File: src/sv/sparse_matrix_multiply_assert.svh
// Assertion macros used by the RTL in sparse_matrix_multiply.sv.
`ifndef SPARSE_MATRIX_MULTIPLY_ASSERT_SVH
`define SPARSE_MATRIX_MULTIPLY_ASSERT_SVH

// Same-cycle implication, masked during reset.
`define SMM_ASSERT_NOW(lbl, clk, rst_n, ante, cons, msg) \
    lbl: assert property (@(posedge clk) disable iff (!(rst_n)) (ante) |-> (cons)) \
        else $error(msg);

// Next-cycle implication, masked during reset.
`define SMM_ASSERT_NEXT(lbl, clk, rst_n, ante, cons, msg) \
    lbl: assert property (@(posedge clk) disable iff (!(rst_n)) (ante) |=> (cons)) \
        else $error(msg);

`endif

File: src/sv/smm_pkg.sv
package smm_pkg;

    localparam int DIM_W    = 6;
    localparam int CFG_W    = 7;
    localparam int SUM_W    = 40;
    localparam int CNT_W    = 13;
    localparam int KIND_W   = 2;
    localparam int STATUS_W = 3;
    localparam int CADDR_W  = 2;

    localparam logic [CFG_W-1:0] DIM_MAX = 7'd64;

    localparam logic [KIND_W-1:0] KIND_LOAD_A = 2'd0;
    localparam logic [KIND_W-1:0] KIND_LOAD_B = 2'd1;
    localparam logic [KIND_W-1:0] KIND_FETCH  = 2'd2;
    localparam logic [KIND_W-1:0] KIND_CLEAR  = 2'd3;

    localparam logic [STATUS_W-1:0] STS_OK    = 3'd0;
    localparam logic [STATUS_W-1:0] STS_FULL  = 3'd1;
    localparam logic [STATUS_W-1:0] STS_RANGE = 3'd2;
    localparam logic [STATUS_W-1:0] STS_ORDER = 3'd3;
    localparam logic [STATUS_W-1:0] STS_ZERO  = 3'd4;
    localparam logic [STATUS_W-1:0] STS_ENTRY = 3'd5;
    localparam logic [STATUS_W-1:0] STS_DONE  = 3'd6;

    localparam logic [CADDR_W-1:0] CFG_A_ROWS = 2'd0;
    localparam logic [CADDR_W-1:0] CFG_INNER  = 2'd1;
    localparam logic [CADDR_W-1:0] CFG_B_COLS = 2'd2;

    // Clamp a dimension write to 1..DIM_MAX.
    function automatic logic [CFG_W-1:0] clamp_dim(input logic [CFG_W-1:0] v);
        logic [CFG_W-1:0] d;
        d = v;
        if (d == '0) begin
            d = 7'd1;
        end else if (d > DIM_MAX) begin
            d = DIM_MAX;
        end
        return d;
    endfunction

endpackage

File: src/sv/smm_ram.sv
module smm_ram #(
    parameter int WIDTH = 28,
    parameter int DEPTH = 64
) (
    input  logic                     aclk,
    input  logic                     we,
    input  logic [$clog2(DEPTH)-1:0] waddr,
    input  logic [WIDTH-1:0]         wdata,
    input  logic [$clog2(DEPTH)-1:0] raddr,
    output logic [WIDTH-1:0]         rdata
);

    logic [WIDTH-1:0] mem [DEPTH];

    always_ff @(posedge aclk) begin
        if (we) begin
            mem[waddr] <= wdata;
        end
        rdata <= mem[raddr];
    end

endmodule

File: src/sv/sparse_matrix_multiply.sv
// Sparse matrix product over triplet stores.
// Input words (s_ channel) carry a kind in s_tuser: load an A term, load a B
// term, fetch the next product entry, or clear both stores. Every input word
// yields exactly one result word on the m_ channel, with a status in m_tuser.
// Loads and clear are answered by writing the result register at the edge
// that accepts the word. A fetch walks product positions in row-major order
// from a cursor; per position it sets up (S_POS), runs merge steps of a memory
// read then a compare (S_RD, S_CMP) and closes (S_RD, S_END), where the steps
// run over the A terms of that row and all stored B terms. Its pace is set by
// the one-read-per-cycle port of each term memory.
// Configuration writes (cfg_wr_en, cfg_addr, cfg_wdata) set the dimensions
// and restart the enumeration; issue them only while the block is idle.
// Reset (aresetn low, synchronous) empties both stores and restores all
// dimensions to 64. A stalled receiver holds the result word; no new input
// word is taken until that word has gone, and a finished fetch waits in place.
module sparse_matrix_multiply #(
    parameter int MAX_TERMS  = 64,
    parameter int VALUE_BITS = 16
) (
    input  logic                         aclk,
    input  logic                         aresetn,
    // configuration
    input  logic                         cfg_wr_en,
    input  logic [smm_pkg::CADDR_W-1:0]  cfg_addr,
    input  logic [smm_pkg::CFG_W-1:0]    cfg_wdata,
    // input words
    input  logic                         s_tvalid,
    output logic                         s_tready,
    input  logic [31:0]                  s_tdata,  // term_row, term_col, term_value
    input  logic [smm_pkg::KIND_W-1:0]   s_tuser,  // kind
    // result words
    output logic                         m_tvalid,
    input  logic                         m_tready,
    output logic [71:0]                  m_tdata,  // row, col, value, count
    output logic [smm_pkg::STATUS_W-1:0] m_tuser   // status
);

    `include "sparse_matrix_multiply_assert.svh"

    localparam int AW = $clog2(MAX_TERMS);
    localparam int CW = $clog2(MAX_TERMS + 1);
    localparam int DW = smm_pkg::DIM_W;
    localparam int TW = 2 * DW + VALUE_BITS;
    localparam int PW = (2 * VALUE_BITS > smm_pkg::SUM_W) ? 2 * VALUE_BITS : smm_pkg::SUM_W;
    localparam int SW = smm_pkg::SUM_W;
    localparam int NW = smm_pkg::CNT_W;
    localparam int FW = smm_pkg::CFG_W;

    typedef enum logic [2:0] {S_IDLE, S_POS, S_RD, S_CMP, S_END} state_t;

    // input word fields
    logic [DW-1:0]                 in_row, in_col;
    logic [31:0]                   in_val_ext;
    logic [VALUE_BITS-1:0]         in_val;
    logic [smm_pkg::KIND_W-1:0]    in_kind;
    logic                          in_acc;

    assign in_row     = s_tdata[DW-1:0];
    assign in_col     = s_tdata[2*DW-1:DW];
    assign in_val_ext = {16'b0, s_tdata[2*DW+15:2*DW]};
    assign in_val     = in_val_ext[VALUE_BITS-1:0];
    assign in_kind    = s_tuser;
    assign in_acc     = s_tvalid && s_tready;

    // registers
    state_t                 state_reg, state_next;
    logic [FW-1:0]          a_rows_reg, a_rows_next, inner_reg, inner_next;
    logic [FW-1:0]          b_cols_reg, b_cols_next;
    logic [CW-1:0]          a_terms_reg, a_terms_next, b_terms_reg, b_terms_next;
    logic [DW-1:0]          a_lrow_reg, a_lrow_next, a_lcol_reg, a_lcol_next;
    logic [DW-1:0]          b_lrow_reg, b_lrow_next, b_lcol_reg, b_lcol_next;
    logic [FW-1:0]          cur_row_reg, cur_row_next, cur_col_reg, cur_col_next;
    logic [CW-1:0]          base_reg, base_next, i_reg, i_next, j_reg, j_next;
    logic [SW-1:0]          acc_reg, acc_next, prod_reg, prod_next;
    logic                   pend_reg, pend_next, fin_reg, fin_next;
    logic [NW-1:0]          emit_reg, emit_next;
    logic                   m_valid_reg, m_valid_next;
    logic [smm_pkg::STATUS_W-1:0] o_sts_reg, o_sts_next;
    logic [DW-1:0]          o_row_reg, o_row_next, o_col_reg, o_col_next;
    logic [SW-1:0]          o_val_reg, o_val_next;
    logic [NW-1:0]          o_cnt_reg, o_cnt_next;

    // term memories
    logic          a_we, b_we;
    logic [TW-1:0] a_rdata, b_rdata, wr_term;

    assign wr_term = {in_val, in_col, in_row};

    smm_ram #(.WIDTH(TW), .DEPTH(MAX_TERMS)) u_a_ram (
        .aclk (aclk),
        .we   (a_we),
        .waddr(a_terms_reg[AW-1:0]),
        .wdata(wr_term),
        .raddr(i_reg[AW-1:0]),
        .rdata(a_rdata)
    );

    smm_ram #(.WIDTH(TW), .DEPTH(MAX_TERMS)) u_b_ram (
        .aclk (aclk),
        .we   (b_we),
        .waddr(b_terms_reg[AW-1:0]),
        .wdata(wr_term),
        .raddr(j_reg[AW-1:0]),
        .rdata(b_rdata)
    );

    // read-back fields
    logic [DW-1:0]                 a_row, a_col, b_row, b_col;
    logic signed [VALUE_BITS-1:0]  a_val, b_val;
    logic signed [2*VALUE_BITS-1:0] prod_n;
    logic signed [PW-1:0]          prod_x;

    assign a_row  = a_rdata[DW-1:0];
    assign a_col  = a_rdata[2*DW-1:DW];
    assign a_val  = a_rdata[TW-1:2*DW];
    assign b_row  = b_rdata[DW-1:0];
    assign b_col  = b_rdata[2*DW-1:DW];
    assign b_val  = b_rdata[TW-1:2*DW];
    assign prod_n = a_val * b_val;
    assign prod_x = PW'(prod_n);

    // load checks
    logic                          load_b, out_free;
    logic [FW-1:0]                 rlim, clim;
    logic [CW-1:0]                 lterms;
    logic [DW-1:0]                 lrow, lcol;
    logic [smm_pkg::STATUS_W-1:0]  load_sts;

    assign out_free = !m_valid_reg || m_tready;
    assign s_tready = (state_reg == S_IDLE) && out_free;
    assign load_b   = (in_kind == smm_pkg::KIND_LOAD_B);
    assign rlim     = load_b ? inner_reg : a_rows_reg;
    assign clim     = load_b ? b_cols_reg : inner_reg;
    assign lterms   = load_b ? b_terms_reg : a_terms_reg;
    assign lrow     = load_b ? b_lrow_reg : a_lrow_reg;
    assign lcol     = load_b ? b_lcol_reg : a_lcol_reg;

    always_comb begin
        if ({1'b0, in_row} >= rlim || {1'b0, in_col} >= clim) begin
            load_sts = smm_pkg::STS_RANGE;
        end else if (in_val == '0) begin
            load_sts = smm_pkg::STS_ZERO;
        end else if (lterms != '0 && {in_row, in_col} <= {lrow, lcol}) begin
            load_sts = smm_pkg::STS_ORDER;
        end else if (lterms >= CW'(MAX_TERMS)) begin
            load_sts = smm_pkg::STS_FULL;
        end else begin
            load_sts = smm_pkg::STS_OK;
        end
    end

    assign a_we = in_acc && in_kind == smm_pkg::KIND_LOAD_A && load_sts == smm_pkg::STS_OK;
    assign b_we = in_acc && load_b && load_sts == smm_pkg::STS_OK;

    // cursor advance
    logic [FW-1:0] col_inc, adv_row, adv_col;

    always_comb begin
        col_inc = cur_col_reg + 1'b1;
        if (col_inc >= b_cols_reg) begin
            adv_col = '0;
            adv_row = cur_row_reg + 1'b1;
        end else begin
            adv_col = col_inc;
            adv_row = cur_row_reg;
        end
    end

    always_comb begin
        logic restart;
        restart      = 1'b0;
        state_next   = state_reg;
        a_rows_next  = a_rows_reg;
        inner_next   = inner_reg;
        b_cols_next  = b_cols_reg;
        a_terms_next = a_terms_reg;
        b_terms_next = b_terms_reg;
        a_lrow_next  = a_lrow_reg;
        a_lcol_next  = a_lcol_reg;
        b_lrow_next  = b_lrow_reg;
        b_lcol_next  = b_lcol_reg;
        cur_row_next = cur_row_reg;
        cur_col_next = cur_col_reg;
        base_next    = base_reg;
        i_next       = i_reg;
        j_next       = j_reg;
        acc_next     = acc_reg;
        prod_next    = prod_reg;
        pend_next    = pend_reg;
        fin_next     = fin_reg;
        emit_next    = emit_reg;
        m_valid_next = m_valid_reg && !m_tready;
        o_sts_next   = o_sts_reg;
        o_row_next   = o_row_reg;
        o_col_next   = o_col_reg;
        o_val_next   = o_val_reg;
        o_cnt_next   = o_cnt_reg;

        if (cfg_wr_en) begin
            unique case (cfg_addr)
                smm_pkg::CFG_A_ROWS: begin
                    a_rows_next = smm_pkg::clamp_dim(cfg_wdata);
                    restart     = 1'b1;
                end
                smm_pkg::CFG_INNER: begin
                    inner_next = smm_pkg::clamp_dim(cfg_wdata);
                    restart    = 1'b1;
                end
                smm_pkg::CFG_B_COLS: begin
                    b_cols_next = smm_pkg::clamp_dim(cfg_wdata);
                    restart     = 1'b1;
                end
                default: begin
                end
            endcase
        end

        unique case (state_reg)
            S_IDLE: begin
                if (in_acc) begin
                    o_row_next = '0;
                    o_col_next = '0;
                    o_val_next = '0;
                    o_cnt_next = '0;
                    unique case (in_kind) inside
                        smm_pkg::KIND_LOAD_A, smm_pkg::KIND_LOAD_B: begin
                            m_valid_next = 1'b1;
                            o_sts_next   = load_sts;
                            if (load_sts == smm_pkg::STS_OK) begin
                                restart = 1'b1;
                                if (load_b) begin
                                    b_terms_next = b_terms_reg + 1'b1;
                                    b_lrow_next  = in_row;
                                    b_lcol_next  = in_col;
                                end else begin
                                    a_terms_next = a_terms_reg + 1'b1;
                                    a_lrow_next  = in_row;
                                    a_lcol_next  = in_col;
                                end
                            end
                        end
                        smm_pkg::KIND_CLEAR: begin
                            m_valid_next = 1'b1;
                            o_sts_next   = smm_pkg::STS_OK;
                            a_terms_next = '0;
                            b_terms_next = '0;
                            restart      = 1'b1;
                        end
                        default: begin
                            state_next = S_POS;
                        end
                    endcase
                end
            end
            S_POS: begin
                if (fin_reg || cur_row_reg >= a_rows_reg) begin
                    // positions used up: report the total
                    if (out_free) begin
                        fin_next     = 1'b1;
                        m_valid_next = 1'b1;
                        o_sts_next   = smm_pkg::STS_DONE;
                        o_row_next   = '0;
                        o_col_next   = '0;
                        o_val_next   = '0;
                        o_cnt_next   = emit_reg;
                        state_next   = S_IDLE;
                    end
                end else begin
                    i_next     = base_reg;
                    j_next     = '0;
                    acc_next   = '0;
                    pend_next  = 1'b0;
                    state_next = S_RD;
                end
            end
            S_RD: begin
                if (pend_reg) begin
                    acc_next = acc_reg + prod_reg;
                end
                pend_next = 1'b0;
                if (i_reg >= a_terms_reg || j_reg >= b_terms_reg) begin
                    state_next = S_END;
                end else begin
                    state_next = S_CMP;
                end
            end
            S_CMP: begin
                state_next = S_RD;
                if (a_row < cur_row_reg[DW-1:0]) begin
                    // earlier row: skip for good
                    i_next    = i_reg + 1'b1;
                    base_next = i_reg + 1'b1;
                end else if (a_row != cur_row_reg[DW-1:0]) begin
                    state_next = S_END;
                end else if (b_col != cur_col_reg[DW-1:0]) begin
                    j_next = j_reg + 1'b1;
                end else if (a_col < b_row) begin
                    i_next = i_reg + 1'b1;
                end else if (a_col > b_row) begin
                    j_next = j_reg + 1'b1;
                end else begin
                    if ({1'b0, a_col} < inner_reg) begin
                        prod_next = prod_x[SW-1:0];
                        pend_next = 1'b1;
                    end
                    i_next = i_reg + 1'b1;
                    j_next = j_reg + 1'b1;
                end
            end
            S_END: begin
                if (acc_reg != '0) begin
                    if (out_free) begin
                        m_valid_next = 1'b1;
                        o_sts_next   = smm_pkg::STS_ENTRY;
                        o_row_next   = cur_row_reg[DW-1:0];
                        o_col_next   = cur_col_reg[DW-1:0];
                        o_val_next   = acc_reg;
                        o_cnt_next   = emit_reg + 1'b1;
                        emit_next    = emit_reg + 1'b1;
                        acc_next     = '0;
                        cur_row_next = adv_row;
                        cur_col_next = adv_col;
                        state_next   = S_IDLE;
                    end
                end else begin
                    cur_row_next = adv_row;
                    cur_col_next = adv_col;
                    state_next   = S_POS;
                end
            end
            default: begin
                state_next = S_IDLE;
            end
        endcase

        if (restart) begin
            cur_row_next = '0;
            cur_col_next = '0;
            acc_next     = '0;
            emit_next    = '0;
            fin_next     = 1'b0;
            base_next    = '0;
        end
    end

    always_ff @(posedge aclk) begin
        if (!aresetn) begin
            state_reg   <= S_IDLE;
            a_rows_reg  <= smm_pkg::DIM_MAX;
            inner_reg   <= smm_pkg::DIM_MAX;
            b_cols_reg  <= smm_pkg::DIM_MAX;
            a_terms_reg <= '0;
            b_terms_reg <= '0;
            a_lrow_reg  <= '0;
            a_lcol_reg  <= '0;
            b_lrow_reg  <= '0;
            b_lcol_reg  <= '0;
            cur_row_reg <= '0;
            cur_col_reg <= '0;
            base_reg    <= '0;
            i_reg       <= '0;
            j_reg       <= '0;
            acc_reg     <= '0;
            pend_reg    <= 1'b0;
            fin_reg     <= 1'b0;
            emit_reg    <= '0;
            m_valid_reg <= 1'b0;
        end else begin
            state_reg   <= state_next;
            a_rows_reg  <= a_rows_next;
            inner_reg   <= inner_next;
            b_cols_reg  <= b_cols_next;
            a_terms_reg <= a_terms_next;
            b_terms_reg <= b_terms_next;
            a_lrow_reg  <= a_lrow_next;
            a_lcol_reg  <= a_lcol_next;
            b_lrow_reg  <= b_lrow_next;
            b_lcol_reg  <= b_lcol_next;
            cur_row_reg <= cur_row_next;
            cur_col_reg <= cur_col_next;
            base_reg    <= base_next;
            i_reg       <= i_next;
            j_reg       <= j_next;
            acc_reg     <= acc_next;
            pend_reg    <= pend_next;
            fin_reg     <= fin_next;
            emit_reg    <= emit_next;
            m_valid_reg <= m_valid_next;
        end
        // payload: no reset needed
        prod_reg  <= prod_next;
        o_sts_reg <= o_sts_next;
        o_row_reg <= o_row_next;
        o_col_reg <= o_col_next;
        o_val_reg <= o_val_next;
        o_cnt_reg <= o_cnt_next;
    end

    assign m_tvalid = m_valid_reg;
    assign m_tuser  = o_sts_reg;
    assign m_tdata  = {7'b0, o_cnt_reg, o_val_reg, o_col_reg, o_row_reg};

    // checks
    logic [CW-1:0] a_terms_inc;
    logic          entry_out;

    assign a_terms_inc = a_terms_reg + 1'b1;
    assign entry_out   = m_valid_reg && (o_sts_reg == smm_pkg::STS_ENTRY);

    `SMM_ASSERT_NOW(a_count_bound, aclk, aresetn, 1'b1, a_terms_reg <= CW'(MAX_TERMS), "A overflow")
    `SMM_ASSERT_NEXT(a_load_counts, aclk, aresetn, a_we, a_terms_reg == $past(a_terms_inc), "A load lost")
    `SMM_ASSERT_NOW(entry_nonzero, aclk, aresetn, entry_out, o_val_reg != '0, "zero entry sum")

endmodule

File: config.mk
export PLATFORM = sky130hd
export DESIGN_NAME = sparse_matrix_multiply
export DESIGN_NICKNAME = d
export VERILOG_FILES = /design/src/sv/smm_pkg.sv /design/src/sv/smm_ram.sv /design/src/sv/sparse_matrix_multiply.sv
export VERILOG_INCLUDE_DIRS = /design/src /design/src/sv
export SDC_FILE = /design/constraint.sdc
export NUM_CORES = 2
export LEC_CHECK = 0
export BUFFER_PORTS_ARGS = -buffer_cell sky130_fd_sc_hd__buf_4
export CORE_MARGIN = 1.5
export CORE_UTILIZATION = 40
export CTS_CLUSTER_DIAMETER = 60
export DETAILED_ROUTE_END_ITERATION = 12
export SLEW_MARGIN = 20
export SYNTH_ARGS = -nofsm -noshare
export SYNTH_HDL_FRONTEND = slang
export SYNTH_SLANG_ARGS = --single-unit
File: constraint.sdc
create_clock -name aclk -period 17.9 [get_ports aclk]
set_input_delay 0.895 -clock aclk [delete_from_list [all_inputs] [get_ports aclk]]
set_output_delay 0.895 -clock aclk [all_outputs]
set_load 0.02 [all_outputs]
# After elaboration in Yosys (flattened, before gate mapping)

Memories as Yosys holds them, arrays and structs flattened. A register that Yosys moved wholly into a read port is not among the register bits.
Index checks and enable logic that the tools add are counted.

Register bits after elaboration: 253
Bits in writable memories: 3,584
Input port bits: 48
Output and inout port bits: 77
Word-level logic and storage cells: 241
Memories: 2

Add/sub/neg operators: 8
Multipliers: 1
Order comparisons: 13
Eq/ne operators: 33
Multiplexer cells: 101
Bitwise gates (word level): 7
Reduce and logical (&&, ||, !) cells: 50

Memory list:

| name        | depth | width | read ports | clocked after memory_dff | wr ports | line          | text |
|---|---|---|---|---|---|---|---|
| u_a_ram.mem | 64    | 28    | 1          | 1                        | 1        | smm_ram.sv:13 | `logic [WIDTH-1:0] mem [DEPTH];` |
| u_b_ram.mem | 64    | 28    | 1          | 1                        | 1        | smm_ram.sv:13 |  |

Operators with widths:

| kind                                                             | count |
|---|---|
| 40-bit two-way mux                                               | 8 |
| 40-bit one-hot mux with 3 select lines                           | 2 |
| 7-bit two-way mux                                                | 26 |
| 13-bit two-way mux                                               | 5 |
| 7-bit one-hot mux with 2 select lines                            | 4 |
| 6-bit two-way mux                                                | 9 |
| 3-bit two-way mux                                                | 15 |
| 7-bit by 1-bit adder with 7-bit output (second input constant)   | 6 |
| 40-bit adder                                                     | 1 |
| 40-bit nonzero test                                              | 1 |
| 13-bit one-hot mux with 3 select lines                           | 1 |
| 2-bit != test (second input constant)                            | 18 |
| 6-bit one-hot mux with 3 select lines                            | 2 |
| 5-bit AND reduction                                              | 7 |
| 16-bit by 16-bit multiplier with 32-bit output                   | 1 |
| 7-bit >= comparator                                              | 4 |
| 1-bit two-way mux                                                | 22 |
| 16-bit zero test                                                 | 1 |
| 3-bit one-hot mux with 5 select lines                            | 1 |
| 6-bit by 7-bit >= comparator with 1-bit output                   | 2 |
| 7-bit AND reduction                                              | 2 |
| 13-bit by 1-bit adder with 13-bit output (second input constant) | 1 |
| 12-bit <= comparator                                             | 1 |
| 6-bit less-than comparator                                       | 2 |
| 34 further kinds                                                 | 71 |

# Depth between registers and ports, before layout

Depth after elaboration: 13
Mapped depth: 25
Depth with buffers taken out: 24

# Modules after synthesis

A second synthesis with hierarchy kept.

Cell total of the unflattened synthesis: 8,856
Area, all modules: 162,325.7 um2

By module, submodules not included:

| module                 | times used | cells an instance | area each (um2) |
|---|---|---|---|
| smm_ram at u_b_ram     | 1          | 3,147             | 69,245.2 |
| smm_ram at u_a_ram     | 1          | 3,082             | 69,105.0 |
| sparse_matrix_multiply | 1          | 2,627             | 23,975.5 |

# Least setup slack after synthesis

Ideal clock, no wire load.

Path kind: register to register
From: register u_a_ram.rdata[27] (read register of u_a_ram.mem)
To: register prod_reg[30] (data pin)
Library setup time: 0.262 ns
Arrival: 5.757 ns
Path slack: 11.881 ns
Stages on the path, launching flop included: 23
Buffers on the path: 1
Cells stage by stage: dfxtp_1 > clkbuf_1 > nand2_1 > inv_1 > fa_1 > fa_1 > fa_1 > fa_1 > fa_1 > inv_1 > fa_1 > inv_1 > ha_1 > and3_1 > and3_1 > nand2_1 > o21ai_0 > a41oi_1 > o31ai_1 > nor4_1 > nor3_1 > a211oi_1 > xnor2_1

Word-level cells in the longest chain between the ends: 1

Ends and longest elaborated chain:

| item                                           | line                          | text |
|---|---|---|
| from (decl)                                    | smm_ram.sv:10                 | `output logic [WIDTH-1:0] rdata` |
| 16-bit by 16-bit multiplier with 32-bit output | sparse_matrix_multiply.sv:119 | `assign prod_n = a_val * b_val;` |
| net prod_n[30]                                 | sparse_matrix_multiply.sv:110 | `logic signed [2*VALUE_BITS-1:0] prod_n;` |
| to (signal assigned)                           | sparse_matrix_multiply.sv:391 | `prod_reg <= prod_next;` |
| to (decl)                                      | sparse_matrix_multiply.sv:74  | `logic [SW-1:0] acc_reg, acc_next, prod_reg, prod_next;` |

The timed path passes the listed nets, and every way through them passes these cells.
A chain may end at the register's enable or synchronous reset.

# Final worst setup path

From: register u_a_ram.rdata[19] (read register of u_a_ram.mem)
To: register prod_reg[30] (data pin)

Same word-level chain as after synthesis.

==> summary.md <==
| Metric | Value |
|---|---|
| Run status | complete, no violations |
| Biggest regs | u_a_ram.mem: 1792 flops, u_b_ram.mem: 1792 flops |
| Root Buffer | clkbuf_16 |
| Gpl congestion | around 0.84 |
| Synth Register Bits | between 3000 and 4000 |
| Fin area | around 180000 sq um |
| Reported max-cap violation count | 0 |
| Type of the worst setup path | reg2reg |
| Startpoint Class | flip-flop |
| Synth Instances | 7863 |
| Max FO, Critical Path | 16 |
| Layout net count | 8736 |
| FILL cells | ~33000 |
| Remaining antenna violation count | 0 |
| Commonest cells post-synth | 3684 x edfxtp_1, 1176 x mux4_2, 360 x inv_1, 289 x nand2_1, 283 x nor2_1 |
| Synth top area share | 0.687 |
| Fmax | ~0.14 GHz |
| DRC violations left | 0 |
| Setup crit end kind | flip-flop |
| Mean post-synth cell area | about 20 sq um |
| Vias | about 80000 |
| DR iter-0 viols | about 9300 |
| Worst hold path class | in2reg |
| Fin crit share | 0.387 |
| Antenna violations before repair | between 40 and 50 |
| Clk buf depth | 4 |
| Initial Util | 0.403 |
| Core area | around 400000 sq um |
| Critical Path AT | ~7.6 ns |
| Most used routing layer | met2 |
| Met3 usage | 0.0263 |
| Worst-path clk slew | ~0.06 ns |
| Row cnt | 232 |
| Post-synth ARST share | 0 |
| Unique masters post-synth | 86 |
| Clock Sinks | roughly 4000 |
| Synth warn | 0 |
| Min Tclk post-route | 6.93 ns |
| WHS | about 0.29 ns |
| Grt ovf | 0 |
| DRT Wirelength | 423000 um |
| Number of enable flip-flop cells after synthesis | roughly 3700 |
| Die Y | ~640 um |
| Normalized max-slew margin | 0.222 |
| Die area | approximately 410000 sq um |
| Horiz. Die Dim | 637 um |
| Hold buffers post-CTS | 0 |
| Worst Max-Slew Pin Slew | roughly 1.2 ns |
| First-pass GRT wire length | around 600000 um |
| Worst Skew | 0.0699 ns |
| Worst EP required | roughly 19 ns |
| Post-CTS Resized | 0 |
| Max Slew Vio Count | 0 |
| Synth top area cells | edfxtp_1 69%, mux4_2 16%, fa_1 3.3% |
| 1st-pass router iterations | 6 |
| Top-count cell post-synth | edfxtp_1 |
| Post-CTS Setup Inserts | 0 |
| Worst vdd ir | about 0.2 mV |
| Share of cells above drive strength 1 | 0.267 |
| Area grow syn2layout | 13.6% |
| Post-Synthesis Cell Area | approximately 160000 sq um |
| Total track usage | 0.206 |
| Largest net degree at the start of global routing | 160 |
| Avg WL per Cell | just over 30 um |
| H-tree levels | 5 |
| Predominant post-synthesis flop cell | edfxtp_1 |
| Setup slack, reg-to-reg | approximately 11 ns |
| Final hold vios | 0 |
| Seq/Total Area, Yosys | 0.713 |
| P_leak | a little under 60 nW |
| RSZ-0062 raised after global routing | false |
| CTS tree | yes |
| # setup viols final | 0 |
| Avg Vias per Cell | about 5.7 |
| Power Density | approximately 120 nW/um^2 |
| Met2 Track Usage GR | 0.340 |
| Clk_lat worst skew | ~0.97 ns |
| Post-synth top area cell | edfxtp_1 |
| CTS Buf Count | between 300 and 400 |
| Final TNS setup | 0 ns |
| # IOs | 125 |
| Vias in the first global route | about 80000 |
| Port Buffers | 113 |
| Placed cell area | 170000 sq um |
| DP Wirelength | roughly 250000 um |
| GRT met1 Usage | 0.283 |
## final timing paths
check	startpoint	endpoint	cells past startpoint
min reg2reg	b_lcol_reg[1]	b_lcol_reg[1]	2
max reg2reg	u_a_ram.rdata[19]	prod_reg[30]	21
min	cfg_wdata[6]	a_rows_reg[6]	3
max	u_a_ram.rdata[19]	prod_reg[30]	21
## metrics by stage
stage | utilization | setup slack, ns | std cells | power (W)
floorplan | - | 11.88 | 7869 | 0.0135
global placement | 0.424 | 10.95 | 13100 | 0.0145
detailed placement | 0.424 | 10.93 | 13100 | 0.0146
CTS | 0.457 | 10.92 | 13800 | 0.0228
global route | 0.457 | 10.53 | 13900 | 0.0236
finish | 0.457 | 10.97 | 13900 | 0.0226
## area by class of cell
class	count	area, sq um	share of cell area
Inverter	365	1370	0.00749
Sequential cell	3893	115000	0.628
Tap cell	5265	6590	0.0360
Clock inverter	229	2230	0.0122
Clock buffer	512	10700	0.0586
Timing Repair Buffer	348	2770	0.0152
Multi-Input combinational cell	3221	44300	0.242
Antenna cell	28	70.1	0.000383
## power breakdown
| part | leakage, nW | internal (W) | switching [W] | total [W] |
|---|---|---|---|---|
| Combinational | 16.6 | 0.00175 | 0.00235 | 0.00411 |
| Sequential | 34.9 | 0.0102 | 0.0000534 | 0.0103 |
| Clock | 6.35 | 0.00475 | 0.00350 | 0.00825 |
## critical path, stage by stage, from the launching register on
cell and delay [ns]:
dfxtp_1 0.96, nand2_1 0.18, fa_1 0.57, inv_1 0.06
fa_1 0.50, fa_1 0.57, fa_1 0.45, fa_1 0.50
inv_1 0.05, fa_1 0.47, inv_1 0.05, ha_1 0.38
and3_1 0.21, and3_1 0.23, nand2_1 0.07, o21ai_0 0.16
a41oi_1 0.12, o31ai_1 0.48, nor4_1 0.09, nor3_1 0.29
a211oi_1 0.14, xnor2_1 0.15
## cells by family (layout without fill, tap and decap cells)
family	after synthesis	in the layout	synth area share
fa+ha+maj	460	460	0.0480
xor+xnor	115	115	0.00626
simple gates	997	997	0.0302
compound gates	437	437	0.0178
buf+inv	755	1454	0.0183
flops	3893	3893	0.713
mux	1205	1205	0.166
other cells	1	35	0.0000233
## placed cells by master (no fill, tap or decap), drive strengths merged, types with 48 or more instances in the layout
master	netlist	routed
clkinv	1	167
o21ai	95	95
edfxtp	3684	3684
clkbuf	261	512
ha	197	197
inv	364	383
nor2b	48	48
and2	127	127
nand2	291	291
a21oi	128	128
dfxtp	209	209
fa	263	263
mux4	1176	1176
buf	129	348
xnor2	72	72
nor2	283	283
and3	68	68
## routing by layer
layer	vias to the layer above	part of all wire
met5	-	0.000031
met1	43100	0.41
met3	581	0.063
met2	3047	0.49
met4	2	0.035
li1	32500	-
(Power assumes the default switching activity.)
